===== src/design/gbts_pkg.sv =====
`timescale 1ns / 1ps

package gbts_pkg;

  // default store size in bytes
  localparam int CAPACITY_DEF = 4096;

  // field widths of the request and result
  localparam int FUNC_W  = 2;
  localparam int POS_W   = 12;
  localparam int CHAR_W  = 8;
  localparam int COUNT_W = 13;
  localparam int LEN_W   = 13;

  // request function codes
  typedef enum logic [FUNC_W-1:0] {
    FN_INSERT = 2'd0,
    FN_DELETE = 2'd1,
    FN_READ   = 2'd2,
    FN_CLEAR  = 2'd3
  } func_t;

  // one result
  typedef struct packed {
    logic [CHAR_W-1:0] read_byte;
    logic [LEN_W-1:0]  text_length;
    logic              full_error;
  } res_t;

  // memory port strobes from the sequencer
  typedef struct packed {
    logic rd_en;
    logic wr_en;
  } mem_ctl_t;

  // sequencer status toward the top level
  typedef struct packed {
    logic in_ready;
    logic res_valid;
  } seq_st_t;

endpackage


===== src/design/gbts_seq.sv =====
`timescale 1ns / 1ps

module gbts_seq #(
  parameter int CAPACITY = gbts_pkg::CAPACITY_DEF,
  localparam int AW = $clog2(CAPACITY),
  localparam int PW = $clog2(CAPACITY + 1)
) (
  input  logic                         clk,
  input  logic                         rst_n,
  input  logic                         in_fire,
  input  logic [gbts_pkg::FUNC_W-1:0]  in_func,
  input  logic [gbts_pkg::POS_W-1:0]   in_position,
  input  logic [gbts_pkg::CHAR_W-1:0]  in_char_value,
  input  logic [gbts_pkg::COUNT_W-1:0] in_delete_count,
  input  logic                         res_take,
  output gbts_pkg::seq_st_t            st,
  output gbts_pkg::res_t               res,
  output gbts_pkg::mem_ctl_t           mem_ctl,
  output logic [AW-1:0]                mem_rd_addr,
  output logic [AW-1:0]                mem_wr_addr,
  output logic [gbts_pkg::CHAR_W-1:0]  mem_wr_data,
  input  logic [gbts_pkg::CHAR_W-1:0]  mem_rd_data
);

  // compare width wide enough for pointers and request fields
  localparam int CW = (PW > gbts_pkg::COUNT_W) ? PW : gbts_pkg::COUNT_W;
  localparam logic [PW-1:0] CAP_P = PW'(CAPACITY);

  typedef enum logic [4:0] {
    S_IDLE  = 5'b00001,
    S_PREP  = 5'b00010,
    S_MOVE  = 5'b00100,
    S_RWAIT = 5'b01000,
    S_DONE  = 5'b10000
  } state_t;

  state_t                      state_r, state_nxt;
  logic [PW-1:0]               gb_r, gb_nxt;
  logic [PW-1:0]               gf_r, gf_nxt;
  logic [PW-1:0]               len_r, len_nxt;
  logic                        wr_pend_r, wr_pend_nxt;

  gbts_pkg::func_t             func_r, func_nxt;
  logic [gbts_pkg::POS_W-1:0]  pos_r, pos_nxt;
  logic [gbts_pkg::CHAR_W-1:0] ch_r, ch_nxt;
  logic [CW-1:0]               cnt_r, cnt_nxt;
  logic [PW-1:0]               target_r, target_nxt;
  logic [AW-1:0]               wr_addr_r, wr_addr_nxt;
  logic [gbts_pkg::CHAR_W-1:0] rd_byte_r, rd_byte_nxt;
  logic                        full_r, full_nxt;

  logic [CW-1:0]               pos_w;
  logic [CW-1:0]               len_w;
  logic [CW-1:0]               rem_w;
  logic                        ins_wr;

  assign pos_w = CW'(pos_r);
  assign len_w = CW'(len_r);
  assign rem_w = len_w - pos_w;

  // sequencer: decode, gap move one byte a cycle, edit, hand off result
  always_comb begin
    state_nxt   = state_r;
    gb_nxt      = gb_r;
    gf_nxt      = gf_r;
    len_nxt     = len_r;
    wr_pend_nxt = 1'b0;
    func_nxt    = func_r;
    pos_nxt     = pos_r;
    ch_nxt      = ch_r;
    cnt_nxt     = cnt_r;
    target_nxt  = target_r;
    wr_addr_nxt = wr_addr_r;
    rd_byte_nxt = rd_byte_r;
    full_nxt    = full_r;
    mem_rd_addr = '0;
    mem_ctl     = '0;
    ins_wr      = 1'b0;

    case (state_r)
      S_IDLE: begin
        if (in_fire) begin
          func_nxt    = gbts_pkg::func_t'(in_func);
          pos_nxt     = in_position;
          ch_nxt      = in_char_value;
          cnt_nxt     = CW'(in_delete_count);
          rd_byte_nxt = '0;
          full_nxt    = 1'b0;
          state_nxt   = S_PREP;
        end
      end
      S_PREP: begin
        case (func_r)
          gbts_pkg::FN_INSERT: begin
            if (len_r == CAP_P) begin
              full_nxt  = 1'b1;
              state_nxt = S_DONE;
            end else begin
              target_nxt = (pos_w > len_w) ? len_r : PW'(pos_w);
              state_nxt  = S_MOVE;
            end
          end
          gbts_pkg::FN_DELETE: begin
            if (pos_w < len_w) begin
              cnt_nxt    = (cnt_r > rem_w) ? rem_w : cnt_r;
              target_nxt = PW'(pos_w);
              state_nxt  = S_MOVE;
            end else begin
              state_nxt = S_DONE;
            end
          end
          gbts_pkg::FN_READ: begin
            if (pos_w < len_w) begin
              mem_ctl.rd_en = 1'b1;
              mem_rd_addr   = (PW'(pos_w) < gb_r) ? AW'(pos_w)
                                                  : AW'(PW'(pos_w) + gf_r - gb_r);
              state_nxt     = S_RWAIT;
            end else begin
              state_nxt = S_DONE;
            end
          end
          gbts_pkg::FN_CLEAR: begin
            gb_nxt    = '0;
            gf_nxt    = CAP_P;
            len_nxt   = '0;
            state_nxt = S_DONE;
          end
          default: begin
            state_nxt = S_DONE;
          end
        endcase
      end
      S_MOVE: begin
        if (target_r < gb_r) begin
          // gap moves left: byte below the gap goes to its top end
          mem_ctl.rd_en = 1'b1;
          mem_rd_addr   = AW'(gb_r - 1'b1);
          wr_pend_nxt   = 1'b1;
          wr_addr_nxt   = AW'(gf_r - 1'b1);
          gb_nxt        = gb_r - 1'b1;
          gf_nxt        = gf_r - 1'b1;
        end else if (target_r > gb_r) begin
          // gap moves right: byte above the gap goes to its bottom end
          mem_ctl.rd_en = 1'b1;
          mem_rd_addr   = AW'(gf_r);
          wr_pend_nxt   = 1'b1;
          wr_addr_nxt   = AW'(gb_r);
          gb_nxt        = gb_r + 1'b1;
          gf_nxt        = gf_r + 1'b1;
        end else if (!wr_pend_r) begin
          // gap in place and last copy written: apply the edit
          if (func_r == gbts_pkg::FN_INSERT) begin
            ins_wr  = 1'b1;
            gb_nxt  = gb_r + 1'b1;
            len_nxt = len_r + 1'b1;
          end else begin
            gf_nxt  = gf_r + PW'(cnt_r);
            len_nxt = len_r - PW'(cnt_r);
          end
          state_nxt = S_DONE;
        end
      end
      S_RWAIT: begin
        rd_byte_nxt = mem_rd_data;
        state_nxt   = S_DONE;
      end
      S_DONE: begin
        if (res_take) begin
          state_nxt = S_IDLE;
        end
      end
      default: begin
        state_nxt = S_IDLE;
      end
    endcase

    // write port: pending copy first, else the inserted byte
    mem_ctl.wr_en = wr_pend_r | ins_wr;
  end

  assign mem_wr_addr = wr_pend_r ? wr_addr_r : AW'(gb_r);
  assign mem_wr_data = wr_pend_r ? mem_rd_data : ch_r;

  // control state
  always_ff @(posedge clk) begin
    if (!rst_n) begin
      state_r   <= S_IDLE;
      gb_r      <= '0;
      gf_r      <= CAP_P;
      len_r     <= '0;
      wr_pend_r <= 1'b0;
    end else begin
      state_r   <= state_nxt;
      gb_r      <= gb_nxt;
      gf_r      <= gf_nxt;
      len_r     <= len_nxt;
      wr_pend_r <= wr_pend_nxt;
    end
  end

  // request payload and working values
  always_ff @(posedge clk) begin
    func_r    <= func_nxt;
    pos_r     <= pos_nxt;
    ch_r      <= ch_nxt;
    cnt_r     <= cnt_nxt;
    target_r  <= target_nxt;
    wr_addr_r <= wr_addr_nxt;
    rd_byte_r <= rd_byte_nxt;
    full_r    <= full_nxt;
  end

  assign st.in_ready    = (state_r == S_IDLE);
  assign st.res_valid   = (state_r == S_DONE);
  assign res.read_byte   = rd_byte_r;
  assign res.text_length = gbts_pkg::LEN_W'(len_r);
  assign res.full_error  = full_r;

endmodule


===== config.mk =====
export PLATFORM = sky130hd
export DESIGN_NAME = gbts_seq
export DESIGN_NICKNAME = d
export VERILOG_FILES = /design/src/design/gbts_pkg.sv /design/src/design/gbts_seq.sv
export SDC_FILE = /design/constraint.sdc
export NUM_CORES = 1
export LEC_CHECK = 0
export ABC_AREA = 1
export ABC_CLOCK_PERIOD_IN_PS = 3850
export BUFFER_PORTS_ARGS = -buffer_cell sky130_fd_sc_hd__buf_2
export CELL_PAD_IN_SITES_DETAIL_PLACEMENT = 1
export CELL_PAD_IN_SITES_GLOBAL_PLACEMENT = 1
export CORE_MARGIN = 4
export CORE_UTILIZATION = 44
export DETAILED_ROUTE_END_ITERATION = 10
export GPL_TIMING_DRIVEN = 1
export PLACE_DENSITY_LB_ADDON = 0.1
export SYNTH_ARGS = -nofsm -noshare
export SYNTH_HDL_FRONTEND = slang
export SYNTH_SLANG_ARGS = --single-unit
export TNS_END_PERCENT = 5

===== constraint.sdc =====
create_clock -name clk -period 3.85 [get_ports clk]
set_input_delay 0.385 -clock clk [delete_from_list [all_inputs] [get_ports clk]]
set_output_delay 0.385 -clock clk [all_outputs]
set_load 0.02 [all_outputs]

# Word-level counts from Yosys, hierarchy flattened
# Cells that the tools add are included.
[word_totals]
reg_bits = 114
word_cells = 134
in_bits = 47
output_inout_bits = 58
[classes]
order_cmp = 6
n_addsub = 10
mux = 62
reduce_logical = 17
bitwise = 1
n_eq_ne = 25
[ops]
columns = ["cell", "count"]
rows = [
  ["two-way mux 13 bit", 21],
  ["case mux 13 bit (2 select lines)", 5],
  ["two-way mux 12 bit", 8],
  ["two-way mux 5 bit", 8],
  ["adder 13 x 1 -> 13 bit (second input constant)", 3],
  ["> comparator 13 bit", 2],
  ["< comparator 12 x 13 -> 1 bit", 2],
  ["subtractor 13 x 1 -> 13 bit (second input constant)", 2],
  ["case mux 5 bit (5 select lines)", 1],
  ["case mux 12 bit (2 select lines)", 1],
  ["!= test 2 bit (second input constant)", 11],
  ["case mux 5 bit (4 select lines)", 1],
  ["two-way mux 8 bit", 2],
  ["case mux 8 bit (2 select lines)", 1],
  ["AND reduction 4 bit", 4],
  ["AND reduction 5 bit", 3],
  ["adder 13 bit", 1],
  ["== test 13 bit (second input constant)", 1],
  ["> comparator 12 x 13 -> 1 bit", 1],
  ["< comparator 13 bit", 1],
  ["subtractor 13 x 12 -> 13 bit", 1],
  ["subtractor 13 bit", 1],
  ["adder 12 bit", 1],
  ["two-way mux 1 bit", 12],
  ["other kinds (15)", 27],
]

# Longest topological paths before layout
# Gate-level depths: netlist (run 1).
[logic_depth]
word_depth = 7
ltp_mapped = 25
ltp_nobuf = 24

# Worst setup path before layout (run 1)
# Ideal clock, no wire load.
[synth_timing]
path_type = "reg-to-reg"
startpoint = "register len_r[0]"
endpoint = "register cnt_r[0] (enable)"
t_arrival_ps = 3130
t_required_ps = 3463
slack_ps = 333
path_stages_with_launch = 18
setup_ps = 387
period_less_slack_ps = 3517
path_buffers = 0
cell_sequence = "dfxtp_1 inv_1 ha_1 inv_1 fa_1 nand3_1 and2_1 inv_1 a21oi_1 o21ai_0 xor2_1 ha_1 nand2_1 nor2_1 nand3b_1 o2111ai_1 nand2_1 a21oi_1"
[synth_between]
elab_chain_cells = 4
elab_cells_between_ends = 6
classes_between = "add/sub: 1; order compare: 2; eq/ne: 2; reduce/logical: 1"
[synth_lines]
columns = ["element", "line", "rtl"]
rows = [
  ["from (decl)", "gbts_seq.sv:40", "logic [PW-1:0] len_r, len_nxt;"],
  ["from (signal assigned)", "gbts_seq.sv:196", "len_r <= len_nxt;"],
  ["subtractor 13 x 12 -> 13 bit", "gbts_seq.sv:59", "assign rem_w = len_w - pos_w;"],
  ["> comparator 13 bit", "gbts_seq.sv:105", "cnt_nxt = (cnt_r > rem_w) ? rem_w : cnt_r;"],
  ["!= test 2 bit (no source line)", "--", ""],
  ["AND reduction 5 bit (no source line) *", "--", ""],
  ["to (signal assigned)", "gbts_seq.sv:206", "cnt_r <= cnt_nxt;"],
  ["to (decl)", "gbts_seq.sv:46", "logic [CW-1:0] cnt_r, cnt_nxt;"],
]
# Mark *: on every way between the ends. The rest lies on a longest branch, timed or not.
# A chain may end at the register's enable or synchronous reset.

# Final worst setup path (run 1)
[layout_timing]
startpoint = "register pos_r[2] (netlist name)"
endpoint = "output port mem_rd_addr[9]"
[layout_between]
elab_chain_cells = 6
elab_cells_between_ends = 8
classes_between = "add/sub: 2; order compare: 2; mux: 4"
[layout_lines]
columns = ["element", "line", "rtl"]
rows = [
  ["from (decl)", "gbts_seq.sv:44", "logic [gbts_pkg::POS_W-1:0] pos_r, pos_nxt;"],
  ["from (signal assigned)", "gbts_seq.sv:204", "pos_r <= pos_nxt;"],
  ["adder 12 bit", "gbts_seq.sv:116", ": AW'(PW'(pos_w) + gf_r - gb_r);"],
  ["subtractor 12 bit", "gbts_seq.sv:116", ""],
  ["two-way mux 12 bit", "gbts_seq.sv:115", "mem_rd_addr = (PW'(pos_w) < gb_r) ? AW'(pos_w)"],
  ["two-way mux 12 bit *", "gbts_seq.sv:113", "if (pos_w < len_w) begin"],
  ["two-way mux 12 bit *", "gbts_seq.sv:93", "case (func_r)"],
  ["case mux 12 bit (2 select lines) *", "gbts_seq.sv:80", "case (state_r)"],
  ["to (decl)", "gbts_seq.sv:19", "output logic [AW-1:0] mem_rd_addr,"],
]
# Marks and branches as above.

==> results of run 1 <==
-- worst max-delay path by stage --
stage | startpoint | end | slack, ns | cells past startpoint
2_1_floorplan | len_r[0] | cnt_r[0] | 0.33 | 17
5_1_grt | pos_r[2] | mem_rd_addr[9] | 0.008 | 14
6_report | pos_r[2] | mem_rd_addr[9] | 0.16 | 14
3_3_place_gp | gb_r[10] | gf_r[10] | 0.35 | 24
3_5_place_dp | gb_r[10] | gf_r[10] | 0.20 | 24
4_1_cts | gf_r[2] | mem_rd_addr[9] | 0.05 | 14
-- report_power, final --
| group | leakage [nW] | total [mW] | internal (mW) | switching, mW |
|---|---|---|---|---|
| Clock | 0.283 | 1.64 | 0.963 | 0.676 |
| Sequential | 1.01 | 1.41 | 1.35 | 0.0523 |
| Combinational | 4.09 | 0.789 | 0.267 | 0.523 |
| Total | 5.39 | 3.83 | 2.58 | 1.25 |
-- worst max-delay path: cells and delay by family, from the launching register on --
kind,cells,cell delay [ns]
fa+ha+maj,2,0.75
compound gates,4,0.72
buf+inv,3,0.47
simple gates,5,0.46
flops,1,0.47
-- registers in the layout, summed over array words and instances (netlist names) --
name,flops
full_r,1
ch_r,8
cnt_r,13
pos_r,12
gb_r,13
state_r,5
rd_byte_r,8
len_r,13
wr_addr_r,12
func_r,2
gf_r,12
target_r,13
wr_pend_r,1
-- stage by stage --
stage / hold WS [ns] / util (%)
after detailed placement: 0.527 / 50.0
after global routing: 0.119 / 52.9
final: 0.123 / 52.9
after CTS: 0.120 / 52.8
after floorplan: 0.483 / -
after global placement: 0.509 / 50.0
-- final cells by class --
cell class | instances | area, µm²
multi-input combinational | 966 | 5690
sequential | 113 | 2960
fill | 2745 | 9930
clock inverter | 14 | 155
timing repair buffer | 151 | 873
inverter | 186 | 701
tap | 275 | 344
clock buffer | 18 | 429
-- placed cells by master, fill, tap and decap left out, types with 34 or more instances in the layout --
cell type / count
nand2_1: 280
inv_1: 168
a21oi_1: 122
nor2_1: 113
buf_2: 104
o21ai_0: 87
ha_1: 87
nand3_1: 71
edfxtp_1: 69
buf_4: 47
dfxtp_1: 37
xor2_1: 34
-- per-layer routing --
metal  vias up  part of all wire [%]
met5         -                     0
met3       100                   5.7
met4         0                   5.0
li1       4615                     -
met1      4749                    42
met2       332                    47
-- cells by family (layout without fill, tap and decap cells) --
kind of cell	count (synthesis)	in the layout	synth area share (%)
AO/OA/AOI/OAI	262	262	15.4
XOR/XNOR	46	46	4.25
adder cells (fa/ha/maj)	102	102	14.6
buffers and inverters	218	369	9.00
flip-flops	113	113	31.2
other	1	1	0.0396
AND/OR/NAND/NOR	555	555	25.6
==> summary.md, run 1 <==
| Metric | Value |
|---|---|
| Post-CTS sizing | `1` |
| Non-filler instance count after layout | `1723` |
| Initial Util | `about 45%` |
| Latest clock arrival within the worst-skew pair | `around 0.43 ns` |
| CTS tree | `yes` |
| GR Layer Usage met1 | `~39%` |
| WHS Path Cells | `1` |
| Placed cell count | `1691` |
| H-tree depth | `4` |
| Post-synth EDFFs | `around 70` |
| Hold path start | `in_char_value[6]` |
| Final GP Congestion | `between 0.9 and 1` |
| CP startpoint kind | `flip-flop` |
| Core area | `~21000 µm²` |
| Fmax | `approximately 0.27 GHz` |
| Synth top cells by count | `nand2_1, inv_1, a21oi_1` |
| Final Hold Vio Count | `0` |
| Synth top area cells | `edfxtp_1, ha_1, nand2_1` |
| Antenna violations before repair | `0` |
| Final Max Tran Viols | `0` |
| Total die area | `around 24000 µm²` |
| Most used DFF post-synth | `edfxtp_1` |
| Post-synth ARST share | `0%` |
| Area Overhead vs Synth | `17.7%` |
| Deepest clock path buffer count | `2` |
| M3 GR Usage | `under 10%` |
| CP Class | `reg -> out` |
| Layout Skew | `about 0.016 ns` |
| Vias/cell | `5.69` |
| Final Cell Area | `approximately 11000 µm²` |
| Hold Path Sink | `ch_r[6]` |
| Most used cell, CP | `nand2_1` |
| Post-synthesis cell type count | `between 40 and 50` |
| TritonCTS Buffers | `17` |
| Worst Setup End Kind | `primary output` |
| ANT nets after route | `0` |
| Synthesized area | `roughly 9500 µm²` |
| R2r endpoint | `cnt_r[6]` |
| Max VDD drop | `roughly 0.32 mV` |
| First-pass GRT wire length | `approximately 57000 µm` |
| Final Routed Wirelength | `roughly 37000 µm` |
| Die Y-Extent | `between 150 and 200 µm` |
| WL/cell | `between 20 and 25 µm` |
| Cells after Synth | `1297` |
| Reg2reg start | `len_r[0]` |
| YS warnings | `0` |
| GR Util met2 | `about half` |
| Antenna cells | `0` |
| PortBufs | `roughly 100` |
| Reg2Reg Setup Slack | `about 0.33 ns` |
| Vias in the first global route | `10100` |
| Most common cell in the netlist | `nand2_1` |
| RSZ-0062 raised after global routing | `no` |
| Cell breakdown of the critical path | `inv_1 -> fa_1 -> inv_1 -> ha_2 -> a21oi_1 -> nand2_1 -> a21oi_1 -> o21ai_2 -> nand2_1 -> nand3_1 -> nand2_1 -> nor2_1 -> o2bb2ai_1 -> buf_2` |
| Total of max-cap violations | `0` |
| Slew HR | `between 40% and 50%` |
| Number of remaining DRC errors | `0` |
| Post-Place Worst Slack | `slightly below 0.2 ns` |
| Placed Area | `~11000 µm²` |
| Global route overflow | `0` |
| Tcrit/Tclk final | `between 90 and 100%` |
| Syn Nets | `~1400` |
| Chip width | `roughly 150 µm` |
| Total number of vias | `around 10000` |
| Data arrival, critical path | `around 3.3 ns` |
| Gr usage total | `a little under a third` |
| Ports | `approximately 110` |
| Fin Setup TNS | `0 ns` |
| Largest net degree at the start of global routing | `30` |
| Fin crit period | `around 3.7 ns` |
| CTS root buf | `clkbuf_16` |
| CP peak stage delay | `around 0.47 ns` |
| Final setup fails | `0` |
| Yosys top cell area share | `a little over a fifth` |
| Cell Pwr Density | `344 nW/µm²` |
| Setup bufs post-CTS | `0` |
| Pwr Total | `~3.8 mW` |
| Clock-pin slew on the worst setup and hold paths | `0.07 ns` |
| Cts hold-fix bufs | `0` |
| Layout cell share with drive strength beyond 1 | `about 16%` |
| Outcome | `finished, final reports clean` |
| Slowest stage cell, crit path | `edfxtp_1` |
| Initial DRC Count | `between 600 and 700` |
| Synth Area per Inst | `approximately 7.3 µm²` |
| Worst r2r path cells | `18` |
| Critical Path RT | `roughly 3.5 ns` |
| Actual slew at the worst max-slew pin | `roughly 0.88 ns` |
| Final worst setup slack | `about 0.16 ns` |
| CTS sink cnt | `113` |
| Leakage Power | `roughly 5.4 nW` |
| Row count | `53` |
| Leading area contributor after synthesis | `edfxtp_1` |
| Post-synthesis register bit count | `~110` |
| Drt pass-1 iters | `5` |
| Global route hottest layer | `met2` |
| Crit-path max FO | `5` |
| Worst min path class | `in -> reg` |
| Post-DP HPWL | `28800 µm` |
| Sequential area share after synthesis | `31.2%` |
| Net count of the finished layout | `1584` |
Power figures use the tool's default switching activity.
==> run 2, diff against run 1 <==
--- a/config.mk
+++ b/config.mk
@@ -6,11 +6,10 @@
 export NUM_CORES = 1
 export LEC_CHECK = 0
 export ABC_AREA = 1
-export ABC_CLOCK_PERIOD_IN_PS = 3850
+export ABC_CLOCK_PERIOD_IN_PS = 3750
 export BUFFER_PORTS_ARGS = -buffer_cell sky130_fd_sc_hd__buf_2
 export CELL_PAD_IN_SITES_DETAIL_PLACEMENT = 1
 export CELL_PAD_IN_SITES_GLOBAL_PLACEMENT = 1
-export CORE_MARGIN = 4
 export CORE_UTILIZATION = 44
 export DETAILED_ROUTE_END_ITERATION = 10
 export GPL_TIMING_DRIVEN = 1
==> constraint.sdc (replaced) <==
create_clock -name clk -period 3.75 [get_ports clk]
set_input_delay 0.375 -clock clk [delete_from_list [all_inputs] [get_ports clk]]
set_output_delay 0.375 -clock clk [all_outputs]
set_load 0.02 [all_outputs]
==> run 2 against run 1 <==
Net effect:
- clock skew is 0.0025 ns lower
- sequential cell count is the same
- design area is 1.0% higher
==> summary.md, run 2 (synthesized netlist as in run 1, its figures left out) <==
| Metric | Value |
|---|---|
| Outcome | `finished, final reports clean` |
| Slew HR | `approximately 15%` |
| Final worst setup slack | `around 0.11 ns` |
| Setup bufs post-CTS | `0` |
| Crit-path max FO | `36` |
| Layout Skew | `0.0133 ns` |
| Pwr Total | `roughly 4.0 mW` |
| Final Hold Vio Count | `0` |
| Latest clock arrival within the worst-skew pair | `0.43 ns` |
| Placed Area | `around 11000 µm²` |
| Data arrival, critical path | `3.26 ns` |
| Commonest non-fill, non-tap cell in the layout | `nand2_1` |
| Max VDD drop | `0.264 mV` |
| PortBufs | `104` |
| Commonest non-fill, non-tap cells in the layout | `nand2_1, inv_1, a21oi_1, nor2_1, buf_2` |
| Row count | `53` |
| Gr usage total | `between 30% and 40%` |
| H-tree depth | `4` |
| Actual slew at the worst max-slew pin | `~1.3 ns` |
| TritonCTS Buffers | `17` |
| Number of remaining DRC errors | `0` |
| Initial DRC Count | `slightly below 600` |
| Final Max Tran Viols | `0` |
| Tcrit/Tclk final | `97.0%` |
| Worst Setup End Kind | `primary output` |
| Layout cell share with drive strength beyond 1 | `between 10% and 20%` |
| Vias/cell | `5.69` |
| Final setup fails | `0` |
| Chip width | `between 100 and 150 µm` |
| CTS tree | `yes` |
| Antenna cells | `0` |
| Vias in the first global route | `10100` |
| CP Class | `reg -> out` |
| CTS sink cnt | `between 100 and 150` |
| Net count of the finished layout | `roughly 1600` |
| Final GP Congestion | `~0.96` |
| Post-DP HPWL | `29400 µm` |
| Total of max-cap violations | `0` |
| Cell Pwr Density | `roughly 350 nW/µm²` |
| Ports | `approximately 110` |
| WL/cell | `about 21 µm` |
| Deepest clock path buffer count | `2` |
| Post-Place Worst Slack | `roughly 0.23 ns` |
| Largest net degree at the start of global routing | `37` |
| Global route overflow | `0` |
| Total number of vias | `about 9900` |
| ANT nets after route | `0` |
| CP startpoint kind | `flip-flop` |
| Final Cell Area | `between 10000 and 15000 µm²` |
| Worst min path class | `in -> reg` |
| Critical Path RT | `between 3 and 4 ns` |
| CTS root buf | `clkbuf_16` |
| Leakage Power | `5.45 nW` |
| Fmax | `0.275 GHz` |
| Die Y-Extent | `149 µm` |
| WHS | `between 0.1 and 0.15 ns` |
| Fin crit period | `roughly 3.6 ns` |
| Cts hold-fix bufs | `0` |
| Fin Setup TNS | `0 ns` |
| Initial Util | `45.0%` |
| Fillers | `2721` |
| Core area | `21100 µm²` |
| Total die area | `22100 µm²` |
| Final Routed Wirelength | `about 37000 µm` |
| First-pass GRT wire length | `between 50000 and 60000 µm` |
| Drt pass-1 iters | `5` |
| Area Overhead vs Synth | `18.9%` |
| Clock-pin slew on the worst setup and hold paths | `roughly 0.07 ns` |
| Antenna violations before repair | `1` |
==> run 2: changes by cell type in the layout (fill, tap and decap cells not counted), sizes merged <==
cell	delta
clkinvlp	-1
inv	+3
clkbuf	-1
clkinv	-1
buf	+10
==> run 2: per-layer routing <==
metal | vias to the layer above | global-route usage, % | wire length (µm)
li1 | 4632 | - | -
met1 | 4737 | 42.3 | 15500
met2 | 379 | 57.2 | 17400
met3 | 115 | 6.45 | 2320
met4 | 2 | 17.5 | 1890
met5 | - | 0 | 13
==> run 2: worst max-delay path, stage by stage, from the launching register on <==
cell	delay (ns)
dfxtp_1	0.40
inv_1	0.10
ha_1	0.32
nand2_1	0.09
inv_1	0.04
nand2_1	0.05
nand2_1	0.07
a21oi_1	0.26
nand2_4	0.10
buf_8	0.21
inv_2	0.33
buf_4	0.24
a21oi_1	0.05
o22ai_1	0.30
buf_2	0.23
==> run 2: final timing paths <==
kind / to / slack [ns] / start / cells after the start
hold reg to reg: gf_r[3] / 0.52 / gf_r[3] / 2
hold / removal: ch_r[5] / 0.12 / in_char_value[5] / 1
setup reg to reg: cnt_r[2] / 0.24 / len_r[0] / 18
setup / recovery: mem_rd_addr[2] / 0.11 / gb_r[12] / 14
==> run 2: repair_timing <==
item,in CTS,in global routing
pin swaps,0,0
resized for setup,1,18
endpoints found under the setup margin,1,25
==> run 2: report_power, final <==
part           internal (mW)  leakage [nW]  switching, mW  total, mW
sequential              1.39          1.01         0.0545       1.44
clock                   1.00         0.298          0.707       1.71
combinational          0.277          4.15          0.548      0.825
==> run 2: layout make-up <==
type	instances	area [µm²]	share of cell area [%]
Inverter	186	698	6.20
Timing Repair Buffer	161	960	8.52
Multi-Input combinational cell	966	5710	50.7
Clock inverter	15	174	1.54
Sequential cell	113	2960	26.2
Clock buffer	17	425	3.78
Tap cell	275	344	3.05
==> run 2: through the flow <==
stage / utilization [%] / instances
after floorplan: - / 1297
after global placement: 50.4 / 1701
after detailed placement: 50.4 / 1701
after CTS: 53.2 / 1733
after global routing: 53.4 / 1733
final: 53.4 / 1733
